==> src/rtl/utcloc_pkg.sv <==
`timescale 1ns / 1ps
`default_nettype none
// ----------------------------------------------------------------------------
// utcloc_pkg
// Types, month table and leap-year helper for the UTC to local calendar block.
// ----------------------------------------------------------------------------
package utcloc_pkg;

    typedef logic [13:0]        t_year;
    typedef logic [7:0]         t_raw_month;
    typedef logic [3:0]         t_month;
    typedef logic [4:0]         t_day;
    typedef logic [4:0]         t_hour;
    typedef logic signed [4:0]  t_offset;

    localparam t_month MONTH_JAN = 4'd1;
    localparam t_month MONTH_FEB = 4'd2;
    localparam t_month MONTH_DEC = 4'd12;

    localparam t_day MONTH_LEN [12] = '{
        5'd31, 5'd28, 5'd31, 5'd30, 5'd31, 5'd30,
        5'd31, 5'd31, 5'd30, 5'd31, 5'd30, 5'd31
    };

    // y % 25 == 0 by folding powers of two: 128 = 3 (mod 25), 32 = 7 (mod 25)
    function automatic logic div_by_25(input t_year y);
        logic [8:0] s1;
        logic [7:0] s2;
        logic [5:0] s3;
        s1 = 9'(y[13:7]) * 9'd3 + 9'(y[6:0]);
        s2 = 8'(s1[8:5]) * 8'd7 + 8'(s1[4:0]);
        s3 = 6'(s2[7:5]) * 6'd7 + 6'(s2[4:0]);
        return (s3 == 6'd0) || (s3 == 6'd25) || (s3 == 6'd50);
    endfunction

    // Gregorian rule; divisible by 400 is divisible by 16 and by 25
    function automatic logic is_leap(input t_year y);
        logic d25;
        d25 = div_by_25(y);
        return (y[1:0] == 2'b00) && (!d25 || (y[3:0] == 4'd0));
    endfunction

    // month is 1..12
    function automatic t_day month_days(input t_month m, input logic leap);
        t_day d;
        d = MONTH_LEN[4'(m - 4'd1)];
        if (m == MONTH_FEB && leap) begin
            d = 5'd29;
        end
        return d;
    endfunction

endpackage
`default_nettype wire

==> src/rtl/utcloc_in_if.sv <==
`timescale 1ns / 1ps
`default_nettype none
// ----------------------------------------------------------------------------
// utcloc_in_if
// Valid/ready channel carrying one UTC date and hour.
// ----------------------------------------------------------------------------
interface utcloc_in_if;
    logic                   valid;
    logic                   ready;
    utcloc_pkg::t_year      utc_year;
    utcloc_pkg::t_raw_month utc_month;
    utcloc_pkg::t_day       utc_day;
    utcloc_pkg::t_hour      utc_hour;

    modport source (output valid, output utc_year, output utc_month,
                    output utc_day, output utc_hour, input ready);
    modport sink   (input valid, input utc_year, input utc_month,
                    input utc_day, input utc_hour, output ready);
endinterface
`default_nettype wire

==> src/rtl/utcloc_out_if.sv <==
`timescale 1ns / 1ps
`default_nettype none
// ----------------------------------------------------------------------------
// utcloc_out_if
// Valid/ready channel carrying one local date and hour.
// ----------------------------------------------------------------------------
interface utcloc_out_if;
    logic               valid;
    logic               ready;
    utcloc_pkg::t_year  local_year;
    utcloc_pkg::t_month local_month;
    utcloc_pkg::t_day   local_day;
    utcloc_pkg::t_hour  local_hour;

    modport source (output valid, output local_year, output local_month,
                    output local_day, output local_hour, input ready);
    modport sink   (input valid, input local_year, input local_month,
                    input local_day, input local_hour, output ready);
endinterface
`default_nettype wire

==> src/rtl/utc_to_local_calendar_top.sv <==
`timescale 1ns / 1ps
`default_nettype none
// ----------------------------------------------------------------------------
// utc_to_local_calendar_top
// Converts a UTC date and hour to local date and hour for a whole-hour offset.
// ----------------------------------------------------------------------------
//  Channel    Dir  Kind          Contents
//  i_utc      in   valid/ready   utc_year, utc_month, utc_day, utc_hour
//  o_local    out  valid/ready   local_year, local_month, local_day, local_hour
//  i_cfg_*    in   write only    zone_offset_hours (signed, 5 bits)
//
//  Two register stages: input register, then result register; the conversion
//  sits between them. One transfer per cycle sustained while o_local is ready.
//  Synchronous active-low reset clears valids and sets the offset to 0.
//  A stall on o_local holds both stages; i_utc.ready drops only when both full.
// ----------------------------------------------------------------------------
module utc_to_local_calendar_top (
    input  wire                  i_clk,
    input  wire                  i_rst_n,
    input  wire                  i_cfg_we,
    input  wire [4:0]            i_cfg_wdata,
    utcloc_in_if.sink            i_utc,
    utcloc_out_if.source         o_local
);
    import utcloc_pkg::*;

    t_offset    r_zone;

    logic       r_s1_valid;
    t_year      r_year;
    t_raw_month r_month;
    t_day       r_day;
    t_hour      r_hour;

    logic       r_s2_valid;
    t_year      r_loc_year;
    t_month     r_loc_month;
    t_day       r_loc_day;
    t_hour      r_loc_hour;

    logic       w_s2_load;
    logic       w_s1_load;

    t_month          w_month;
    logic signed [6:0] w_hsum;
    logic signed [6:0] w_day;
    logic            w_carry;
    logic            w_borrow;
    logic            w_leap;
    t_day            w_dim;
    t_month          w_prev_month;

    t_year           n_year;
    t_month          n_month;
    t_day            n_day;
    t_hour           n_hour;

    assign w_s2_load     = r_s1_valid && (!r_s2_valid || o_local.ready);
    assign i_utc.ready   = !r_s1_valid || w_s2_load;
    assign w_s1_load     = i_utc.valid && i_utc.ready;

    assign o_local.valid       = r_s2_valid;
    assign o_local.local_year  = r_loc_year;
    assign o_local.local_month = r_loc_month;
    assign o_local.local_day   = r_loc_day;
    assign o_local.local_hour  = r_loc_hour;

    always_comb begin
        if (r_month == 8'd0) begin
            w_month = MONTH_JAN;
        end else if (r_month > 8'(MONTH_DEC)) begin
            w_month = MONTH_DEC;
        end else begin
            w_month = r_month[3:0];
        end

        w_hsum   = $signed({2'b00, r_hour}) + $signed({{2{r_zone[4]}}, r_zone});
        w_carry  = (w_hsum >= 7'sd24);
        w_borrow = (w_hsum < 7'sd0);
        if (w_carry) begin
            n_hour = 5'(w_hsum - 7'sd24);
        end else if (w_borrow) begin
            n_hour = 5'(w_hsum + 7'sd24);
        end else begin
            n_hour = 5'(w_hsum);
        end

        w_day = $signed({2'b00, r_day});
        if (w_carry) begin
            w_day = w_day + 7'sd1;
        end else if (w_borrow) begin
            w_day = w_day - 7'sd1;
        end

        w_leap       = is_leap(r_year);
        w_dim        = month_days(w_month, w_leap);
        w_prev_month = (w_month == MONTH_JAN) ? MONTH_DEC : 4'(w_month - 4'd1);

        n_year  = r_year;
        n_month = w_month;
        n_day   = 5'(w_day);
        if (w_day > $signed({2'b00, w_dim})) begin
            // one step into the next month only
            n_day = 5'd1;
            if (w_month == MONTH_DEC) begin
                n_month = MONTH_JAN;
                n_year  = 14'(r_year + 14'd1);
            end else begin
                n_month = 4'(w_month + 4'd1);
            end
        end else if (w_day < 7'sd1) begin
            // last day of previous month; February uses the input year's rule
            n_month = w_prev_month;
            n_day   = month_days(w_prev_month, w_leap);
            if (w_month == MONTH_JAN) begin
                n_year = 14'(r_year - 14'd1);
            end
        end
    end

    always_ff @(posedge i_clk) begin
        if (!i_rst_n) begin
            r_zone     <= '0;
            r_s1_valid <= 1'b0;
            r_s2_valid <= 1'b0;
        end else begin
            if (i_cfg_we) begin
                r_zone <= $signed(i_cfg_wdata);
            end
            if (i_utc.ready) begin
                r_s1_valid <= i_utc.valid;
            end
            if (w_s2_load) begin
                r_s2_valid <= 1'b1;
            end else if (o_local.ready) begin
                r_s2_valid <= 1'b0;
            end
        end
    end

    always_ff @(posedge i_clk) begin
        if (w_s1_load) begin
            r_year  <= i_utc.utc_year;
            r_month <= i_utc.utc_month;
            r_day   <= i_utc.utc_day;
            r_hour  <= i_utc.utc_hour;
        end
        if (w_s2_load) begin
            r_loc_year  <= n_year;
            r_loc_month <= n_month;
            r_loc_day   <= n_day;
            r_loc_hour  <= n_hour;
        end
    end

endmodule
`default_nettype wire

==> src/flat_wrapper.sv <==
// flat-port wrapper written by rule: the top's interface ports become plain ports
module utc_to_local_calendar_top_flat import utcloc_pkg::*;
  (i_clk, i_rst_n, i_cfg_we, i_cfg_wdata, i_utc_valid, i_utc_utc_year, i_utc_utc_month, i_utc_utc_day, i_utc_utc_hour, i_utc_ready, o_local_valid, o_local_local_year, o_local_local_month, o_local_local_day, o_local_local_hour, o_local_ready);
  utcloc_in_if i_utc_i ();
  utcloc_out_if o_local_i ();
  input  wire i_clk;
  input  wire i_rst_n;
  input  wire i_cfg_we;
  input  wire [4:0] i_cfg_wdata;
  input wire logic [$bits(i_utc_i.valid)-1:0] i_utc_valid;
  input wire logic [$bits(i_utc_i.utc_year)-1:0] i_utc_utc_year;
  input wire logic [$bits(i_utc_i.utc_month)-1:0] i_utc_utc_month;
  input wire logic [$bits(i_utc_i.utc_day)-1:0] i_utc_utc_day;
  input wire logic [$bits(i_utc_i.utc_hour)-1:0] i_utc_utc_hour;
  output wire logic [$bits(i_utc_i.ready)-1:0] i_utc_ready;
  output wire logic [$bits(o_local_i.valid)-1:0] o_local_valid;
  output wire logic [$bits(o_local_i.local_year)-1:0] o_local_local_year;
  output wire logic [$bits(o_local_i.local_month)-1:0] o_local_local_month;
  output wire logic [$bits(o_local_i.local_day)-1:0] o_local_local_day;
  output wire logic [$bits(o_local_i.local_hour)-1:0] o_local_local_hour;
  input wire logic [$bits(o_local_i.ready)-1:0] o_local_ready;
  assign i_utc_i.valid = i_utc_valid;
  assign i_utc_i.utc_year = i_utc_utc_year;
  assign i_utc_i.utc_month = i_utc_utc_month;
  assign i_utc_i.utc_day = i_utc_utc_day;
  assign i_utc_i.utc_hour = i_utc_utc_hour;
  assign i_utc_ready = i_utc_i.ready;
  assign o_local_valid = o_local_i.valid;
  assign o_local_local_year = o_local_i.local_year;
  assign o_local_local_month = o_local_i.local_month;
  assign o_local_local_day = o_local_i.local_day;
  assign o_local_local_hour = o_local_i.local_hour;
  assign o_local_i.ready = o_local_ready;
  utc_to_local_calendar_top u_core (.i_clk(i_clk), .i_rst_n(i_rst_n), .i_cfg_we(i_cfg_we), .i_cfg_wdata(i_cfg_wdata), .i_utc(i_utc_i), .o_local(o_local_i));
endmodule
==> config.mk <==
export PLATFORM = sky130hd
export DESIGN_NAME = utc_to_local_calendar_top_flat
export DESIGN_NICKNAME = d
export VERILOG_FILES = /design/src/rtl/utcloc_pkg.sv /design/src/rtl/utcloc_in_if.sv /design/src/rtl/utcloc_out_if.sv /design/src/rtl/utc_to_local_calendar_top.sv /design/src/flat_wrapper.sv
export SDC_FILE = /design/constraint.sdc
export NUM_CORES = 1
export LEC_CHECK = 0
export ABC_AREA = 1
export BUFFER_PORTS_ARGS = -buffer_cell sky130_fd_sc_hd__buf_2
export CAP_MARGIN = 20
export CORE_MARGIN = 2
export CORE_UTILIZATION = 41
export DETAILED_ROUTE_END_ITERATION = 12
export PLACE_DENSITY = 0.64
export SLEW_MARGIN = 0
export SYNTH_ARGS = -nofsm -noshare
export SYNTH_HDL_FRONTEND = slang
export SYNTH_SLANG_ARGS = --single-unit
export TNS_END_PERCENT = 30
==> constraint.sdc <==
create_clock -name i_clk -period 7.7 [get_ports i_clk]
set_clock_uncertainty 0.1 [all_clocks]
set_input_delay 0.385 -clock i_clk [delete_from_list [all_inputs] [get_ports i_clk]]
set_output_delay 0.385 -clock i_clk [all_outputs]
set_load 0.02 [all_outputs]
==> flow_summary.ini, run 1 <==
[cells_and_area]
final_cell_mix = 186 x nand2_1, 98 x inv_1, 71 x buf_2
synthToLayoutAreaGrowth_pct = 21.59
regArea_um2 = 1942
final_common_cell = nand2_1
final_cells = 1016
drive_gt1_frac = 0.2081
nets = 948
antenna_cells = 0
fin_util = 0.5102
fillers = 1307
multiInputGateArea_um2 = 3465

[floorplanning]
dieWidth_um = 123.0
initial_core_util = 0.4196
core_um2 = 13830
fp-row-count = 43
dieArea_um2 = 15120
io_pins = 72
dieHeight_um = 123.0

[synth]
syn_area_um2 = 5802
ys_types = 38
yosys.area_share.simple = 0.2573
ys_seq_elements = 67
synth_xor_area_frac = 0.07246
yosysWarnings = 0
synth_top_area_frac = 0.3105
synthCells = 721
synth_area_leaders = edfxtp_1 31%, ha_1 12%, nand2_1 12%, inv_1 6.7%, fa_1 6.2%
syn_avg_cell_area_um2 = 8.047
synth_sequential_area_ratio = 0.3347
synth_top_family_by_area = simple AND/OR/NAND/NOR gates
synthAdderAreaFrac = 0.1850
muxShareOfSynthArea = 0
synth_fp_nets = 838
synth_top_cell_by_area = edfxtp_1
synth_compound_area_frac = 0.06599

[timing]
fin_ws_ns = -0.3538
period_share = 1.046
finalSetupViolations = 23
report.final.slew_viol_count = 0
relSlewSlack = 0.4497
post-route-min-period_ns = 8.054
hold_viol_final = 0
tightest_slew_ns = 0.8234
fin_tns_setup_ns = -6.876
rsz0062_at_grt = yes
fmax_ghz = 0.1242

[placement]
placed_cells = 996
port_buffers = 71
place_congestion = 0.9378
dp_hpwl_mm = 9.658

[clock_tree]
cts_max_level = 3
cts_root_buf = clkbuf_16
cts.sinks = 67
cts.path.max_buffers = 2
cts.clk_slew.worst_paths_ns = 0.06
cts_hold_buf = 0
clock_latency_ns = 0.34
numCtsBuffers = 9
cts_tree = built

[setup_path]
arrival_ns = 8.03
critPathMaxFanout = 17
start_kind = register
crit_slowest_cell = fa_1
max_stage_delay_ns = 0.54
worstSetupEndpointType = register
setup.worst_path.class = reg -> reg
cp_common_cell = nor2_1
cp_data_required_time_ns = 7.67

[global_route]
grt_max_degree = 33
met3_usage = 0.04705
grt_use_total = 0.1739
grtUsageMet2 = 0.2718
busiest_layer = met2
antenna_found_initial = 1
gr-usage-met1 = 0.2395
grt_pass1_vias = 4581
grt_pass1_wl_mm = 21.01
grt_overflow_total = 0

[drt]
vias_per_cell = 4.862
drcViolationCount = 0
wirelength_mm = 12.42
final_antenna_net_count = 0
wire_per_inst_um = 12.23
num_vias = 4940
firstDrtPassIters = 5
drt_iter0_drc = 302

[status]
status = finished, violations left
violations = setup timing

[job]
maxCapViolations = 0

[hold_path]
hold_class = in -> reg
==> cells in the mapped netlist, drive strengths merged <==
cell type    n
and2         1
a21oi       17
nor2        45
a31oi        1
inv        107
xor2        41
dfxtp        7
or2          2
nand2      199
nand4       18
clkinv       1
nand3       60
xnor2        7
o22ai        2
o21bai       1
o21ai       46
nor3         8
o31ai        1
ha          57
edfxtp      60
o211ai       3
buf          8
clkbuf       6
a211oi       1
nand3b       2
nor4         2
fa          18
==> state kept, by name (all words and copies together) (netlist names) <==
register                    cells
u_core.r_zone                   5
u_core.o_local.local_month      4
u_core.r_day                    5
u_core.r_s1_valid               1
u_core.o_local.valid            1
u_core.r_year                  14
u_core.r_hour                   5
u_core.r_month                  8
u_core.o_local.local_year      14
u_core.o_local.local_hour       5
u_core.o_local.local_day        5
==> layer usage <==
layer | up-vias | wire [µm]
li1 | 2563 | -
met1 | 2216 | 5859
met2 | 150 | 5516
met3 | 11 | 907
met4 | 0 | 137
met5 | - | 0
==> kinds of logic after synthesis <==
logic type / count (synthesis)
AND/OR/NAND/NOR: 337
buffers and inverters: 122
adder cells (fa/ha/maj): 75
AO/OA/AOI/OAI: 72
flip-flops: 67
XOR/XNOR: 48
==> critical path: cells and delay by family (launching register included) <==
family,cells,cell delay [ns]
AOI/OAI and AO/OA,6,0.71
xor gates and xnor gates,4,0.66
adders and majority gates,10,3.81
buffers and inverters,7,0.51
DFF,1,0.42
and+or+nand+nor,20,1.54
==> what timing repair did <==
action | in CTS | in global routing
hold endpoints to repair | 0 | 0
pin swaps | 5 | 1
buffers inserted | 2 | 2
setup endpoints to repair | 23 | 23
resized for setup | 12 | 5
==> through the flow <==
| step | hold slack, ns | area (µm²) | setup WS [ns] |
|---|---|---|---|
| 2_1_floorplan | 0.3477 | 5857 | -0.1843 |
| 4_1_cts | 0.1088 | 7019 | -0.3639 |
| 3_5_place_dp | 0.3830 | 6638 | -0.5460 |
| 5_1_grt | 0.1092 | 7054 | -0.8456 |
| 3_3_place_gp | 0.3880 | 6638 | -0.3709 |
| 6_report | 0.1194 | 7054 | -0.3538 |
==> final cells by class <==
type | instances | share of cell area
Sequential cell | 67 | 0.2753
Timing Repair Buffer | 113 | 0.09684
Clock buffer | 9 | 0.03193
Clock inverter | 7 | 0.01437
Inverter | 108 | 0.05853
Tap cell | 180 | 0.03193
Multi-Input combinational cell | 532 | 0.4911
==> worst paths after layout <==
path | from | end | slack [ns] | depth (start not counted)
worst min-delay path | i_utc_utc_month[4] | u_core.r_month[4] | 0.12 | 1
worst max register to register | u_core.r_year[7] | u_core.o_local.local_year[1] | -0.35 | 47
worst min register to register | u_core.r_s1_valid | u_core.o_local.valid | 0.40 | 2
worst max-delay path | u_core.r_year[7] | u_core.o_local.local_year[1] | -0.35 | 47
Power of run 1 is not shown: default switching activity piles up to over one toggle a cycle in this logic, so the estimate is an artifact.
==> inputs of run 2 (changes only) <==
--- a/config.mk
+++ b/config.mk
@@ -8,6 +8,7 @@
 export ABC_AREA = 1
 export BUFFER_PORTS_ARGS = -buffer_cell sky130_fd_sc_hd__buf_2
 export CAP_MARGIN = 20
+export CORE_ASPECT_RATIO = 1.4
 export CORE_MARGIN = 2
 export CORE_UTILIZATION = 41
 export DETAILED_ROUTE_END_ITERATION = 12
==> run 2 against run 1 <==
  * The run still ends with setup timing left
  * Via count up 0.87%
  * Global-route usage increased by 0.96 points
  * Sequential cell count did not move
  * Critical path type unchanged
==> flow_summary.ini, run 2 (synthesis gave the netlist of run 1 again) <==
[status]
status = finished, violations left
violations = setup timing

[timing]
period_share = 1.051
post-route-min-period_ns = 8.096
fin_ws_ns = -0.3958
hold_viol_final = 0
whs_ns = 0.1257
rsz0062_at_grt = yes
relSlewSlack = 0.3283
fmax_ghz = 0.1235
finalSetupViolations = 23
report.final.slew_viol_count = 0
tightest_slew_ns = 1.005

[cells_and_area]
multiInputGateArea_um2 = 3526
fillers = 1363
antenna_cells = 0
final_cell_mix = 177 x nand2_1, 99 x inv_1, 71 x buf_2
fin_util = 0.5151
nets = 948
final_common_cell = nand2_1
final_cells = 1021
drive_gt1_frac = 0.2237
synthToLayoutAreaGrowth_pct = 22.95
regArea_um2 = 1942

[drt]
firstDrtPassIters = 6
final_antenna_net_count = 0
wire_per_inst_um = 13.08
vias_per_cell = 4.881
drt_iter0_drc = 230
num_vias = 4983
wirelength_mm = 13.35
drcViolationCount = 0

[global_route]
grt_pass1_wl_mm = 22.08
grt_use_total = 0.1835
antenna_found_initial = 0
grt_pass1_vias = 4740
grt_overflow_total = 0
grt_max_degree = 29

[setup_path]
startpoint = u_core.r_year[7]
critPathMaxFanout = 7
arrival_ns = 8.07
cp_data_required_time_ns = 7.68
r2r_start = u_core.r_year[7]
worstSetupEndpointType = register
start_kind = register
cp_common_cell = nand2_1
regToRegEndpoint = u_core.o_local.local_year[5]
rrSetupSlack_ns = -0.40
max_stage_delay_ns = 0.54
crit_slowest_cell = fa_1
setup.worst_path.class = reg -> reg
r2r.worst_path.cells = 46

[clock_tree]
cts.path.max_buffers = 2
cts.clk_slew.worst_paths_ns = 0.06
cts_tree = built
numCtsBuffers = 9
cts_max_level = 3
cts.sinks = 67
cts_root_buf = clkbuf_16
clock_latency_ns = 0.33

[floorplanning]
dieWidth_um = 104.5
fp-row-count = 51
dieHeight_um = 144.8
io_pins = 72
core_um2 = 13850
dieArea_um2 = 15130
initial_core_util = 0.4190

[job]
maxCapViolations = 0

[placement]
place_congestion = 0.9136
placed_cells = 1000
port_buffers = 71
place_ws_ns = -0.6508
dp_hpwl_mm = 10.55

[hold_path]
min_from = i_utc_utc_year[1]
hold_class = in -> reg
hold_depth = 1
worstHoldEndpoint = u_core.r_year[1]
-- run 2: worst max path at each step --
stage	end	slack [ns]	cells past startpoint
final	u_core.o_local.local_year[5]	-0.40	46
after global routing	u_core.o_local.local_month[1]	-1.01	46
after floorplan	u_core.o_local.local_month[1]	-0.18	43
after global placement	u_core.o_local.local_month[0]	-0.50	42
after detailed placement	u_core.o_local.local_month[0]	-0.65	42
after CTS	u_core.o_local.local_year[9]	-0.37	46
-- run 2: through the flow --
step                      cell area [µm²]  setup TNS [ns]
after CTS                            7039          -7.933
after global routing                 7133          -22.46
after detailed placement             6676          -13.26
after floorplan                      5857          -3.539
final                                7133          -8.228
after global placement               6649          -9.795
-- run 2: worst max-delay path: cells and delay by family (launching register included) --
kind	cells	cell delay (ns)
flip-flops	1	0.41
XOR/XNOR	3	0.54
AO/OA/AOI/OAI	5	0.57
buffers and inverters	7	0.51
AND/OR/NAND/NOR	21	1.70
adder cells (fa/ha/maj)	10	3.96
-- run 2: repair_timing --
action	CTS	global route
buffers inserted	3	1
pin swaps	3	7
gates cloned	0	1
setup endpoints to repair	23	23
hold buffers	0	0
gates resized for setup	10	22
-- run 2: routing by layer --
layer	vias up	wire [µm]	global-route usage	share of wire
met5	-	0	0	0
met4	0	203	0.05619	0.015
met3	19	709	0.03717	0.053
met2	124	7317	0.3660	0.55
met1	2274	5120	0.1918	0.38
li1	2566	-	-	-
-- run 2: layout make-up --
cell class | instances | area share
multi-input combinational | 532 | 0.4943
sequential | 67 | 0.2722
timing repair buffer | 113 | 0.1026
inverter | 108 | 0.05718
clock buffer | 15 | 0.04052
tap | 185 | 0.03245
clock inverter | 1 | 0.0007016
Power of run 2 is left out for the same reason.
==> inputs of run 3 (changes only) <==
--- a/config.mk
+++ b/config.mk
@@ -10,9 +10,9 @@
 export CAP_MARGIN = 20
 export CORE_ASPECT_RATIO = 1.4
 export CORE_MARGIN = 2
-export CORE_UTILIZATION = 41
+export CORE_UTILIZATION = 44
 export DETAILED_ROUTE_END_ITERATION = 12
-export PLACE_DENSITY = 0.64
+export PLACE_DENSITY = 0.68
 export SLEW_MARGIN = 0
 export SYNTH_ARGS = -nofsm -noshare
 export SYNTH_HDL_FRONTEND = slang
==> run 3 against run 2 <==
  * The flow still finishes with violations (setup timing)
  * Via count increased by 0.32%
  * Maximum frequency decreased by 0.15%
  * Worst hold slack got worse by 0.0027 ns
  * Highest routed layer unchanged
  * Register-to-register slack about the same
  * Sequential share of layout area increased by 0.17 points
  * Sequential cell count unchanged
  * Worst setup slack got worse by 0.013 ns
  * Count of clock-buffer cells in the layout decreased by 5
  * Critical path depth increased by 1
  * Cell area decreased by 0.63%
  * Non-clock buffer count decreased by 2
==> flow_summary.ini, run 3 (synthesis gave the netlist of run 1 again) <==
[clock_tree]
cts.sinks = 67
cts_max_level = 3
cts.path.max_buffers = 2
numCtsBuffers = 9
cts_root_buf = clkbuf_16
cts.clk_slew.worst_paths_ns = 0.06
cts_tree = built
clock_latency_ns = 0.33
cts_hold_buf = 0

[drt]
wire_per_inst_um = 13.71
wirelength_mm = 13.53
firstDrtPassIters = 5
num_vias = 4999
final_antenna_net_count = 0
drcViolationCount = 0
drt_iter0_drc = 260
vias_per_cell = 5.065

[placement]
port_buffers = 71
place_ws_ns = -0.6069
place_congestion = 0.9195
placed_cells = 965
dp_hpwl_mm = 10.37
placed_cell_area_um2 = 6581

[timing]
relSlewSlack = 0.3282
report.final.slew_viol_count = 0
finalSetupViolations = 23
tightest_slew_ns = 1.005
period_share = 1.053
post-route-min-period_ns = 8.108
fin_tns_setup_ns = -8.698
fmax_ghz = 0.1233
hold_viol_final = 0
rsz0062_at_grt = yes
fin_ws_ns = -0.4083

[cells_and_area]
final_common_cell = nand2_1
final_cell_mix = 185 x nand2_1, 98 x inv_1, 71 x buf_2
nets = 946
drive_gt1_frac = 0.2134
final_cells = 987
synthToLayoutAreaGrowth_pct = 22.17
antenna_cells = 0
stdcell_area_um2 = 7088

[status]
status = finished, violations left
violations = setup timing

[floorplanning]
dieArea_um2 = 14130
core_um2 = 12870
fp-row-count = 49
initial_core_util = 0.4506
dieWidth_um = 101.1
dieHeight_um = 139.9
io_pins = 72

[setup_path]
max_stage_delay_ns = 0.54
startpoint = u_core.r_year[7]
start_kind = register
r2r.worst_path.cells = 47
arrival_ns = 8.10
regToRegEndpoint = u_core.o_local.local_year[1]
worstSetupEndpointType = register
cp_data_required_time_ns = 7.69
cp_common_cell = nor2_1
setup.worst_path.class = reg -> reg
r2r_start = u_core.r_year[7]
endpoint = u_core.o_local.local_year[1]
crit_slowest_cell = fa_1
rrSetupSlack_ns = -0.41
critPathMaxFanout = 17

[global_route]
grt_max_degree = 33
grt_overflow_total = 0
antenna_found_initial = 0
grt_use_total = 0.1993
grt_pass1_vias = 4770
grt_pass1_wl_mm = 22.18

[job]
maxCapViolations = 0

[hold_path]
hold_class = in -> reg
-- run 3: cell types whose count changed in the layout (fill, tap and decap cells not counted), sizes merged --
| cell | previous run | this run |
|---|---|---|
| clkinv | 2 | 3 |
| bufinv | 0 | 4 |
| buf | 112 | 111 |
| clkbuf | 16 | 10 |
-- run 3: cell type report --
cell class	count	area [µm²]
clock buffer	10	229.0
clock inverter	6	137.6
fill	1189	5787
inverter	108	412.9
multi-input combinational	532	3507
sequential	67	1942
tap	153	191.4
timing repair buffer	111	668.1
-- run 3: how the worst min path moves through the flow --
stage                  startpoint              endpoint  slack (ns)  depth (start not counted)
6_report       i_utc_utc_year[10]     u_core.r_year[10]        0.12                          1
5_1_grt          i_utc_utc_day[0]       u_core.r_day[0]        0.11                          1
4_1_cts        i_utc_utc_year[10]     u_core.r_year[10]        0.12                          1
3_5_place_dp     u_core.r_zone[3]      u_core.r_zone[3]        0.39                          2
3_3_place_gp     u_core.r_zone[2]      u_core.r_zone[2]        0.38                          2
2_1_floorplan   u_core.r_s1_valid  u_core.o_local.valid        0.35                          2
-- run 3: what timing repair did --
action,4_1_cts,5_1_grt
setup buffers,2,4
pin swaps,4,12
gates resized for setup,8,18
setup endpoints to repair,23,23
-- run 3: worst max-delay path, delay by kind of cell, from the launching register on --
kind | cells | cell delay [ns]
and+or+nand+nor | 20 | 1.58
buffers and inverters | 7 | 0.50
AOI/OAI and AO/OA | 6 | 0.80
xor gates and xnor gates | 4 | 0.64
DFF | 1 | 0.42
adders and majority gates | 10 | 3.82
-- run 3: metal layers --
metal | global-route usage | part of all wire | up-vias
met5 | 0 | 0 | -
met4 | 0.07183 | 0.023 | 0
met3 | 0.03164 | 0.039 | 19
met2 | 0.3594 | 0.53 | 141
met1 | 0.2341 | 0.41 | 2281
li1 | - | - | 2558
-- run 3: stage by stage --
| step | hold WS, ns | util |
|---|---|---|
| after floorplan | 0.3477 | - |
| after global placement | 0.3840 | 0.5112 |
| after detailed placement | 0.3928 | 0.5112 |
| after CTS | 0.1202 | 0.5432 |
| after global routing | 0.1148 | 0.5505 |
| final | 0.1230 | 0.5505 |
Power of run 3 is left out for the same reason.
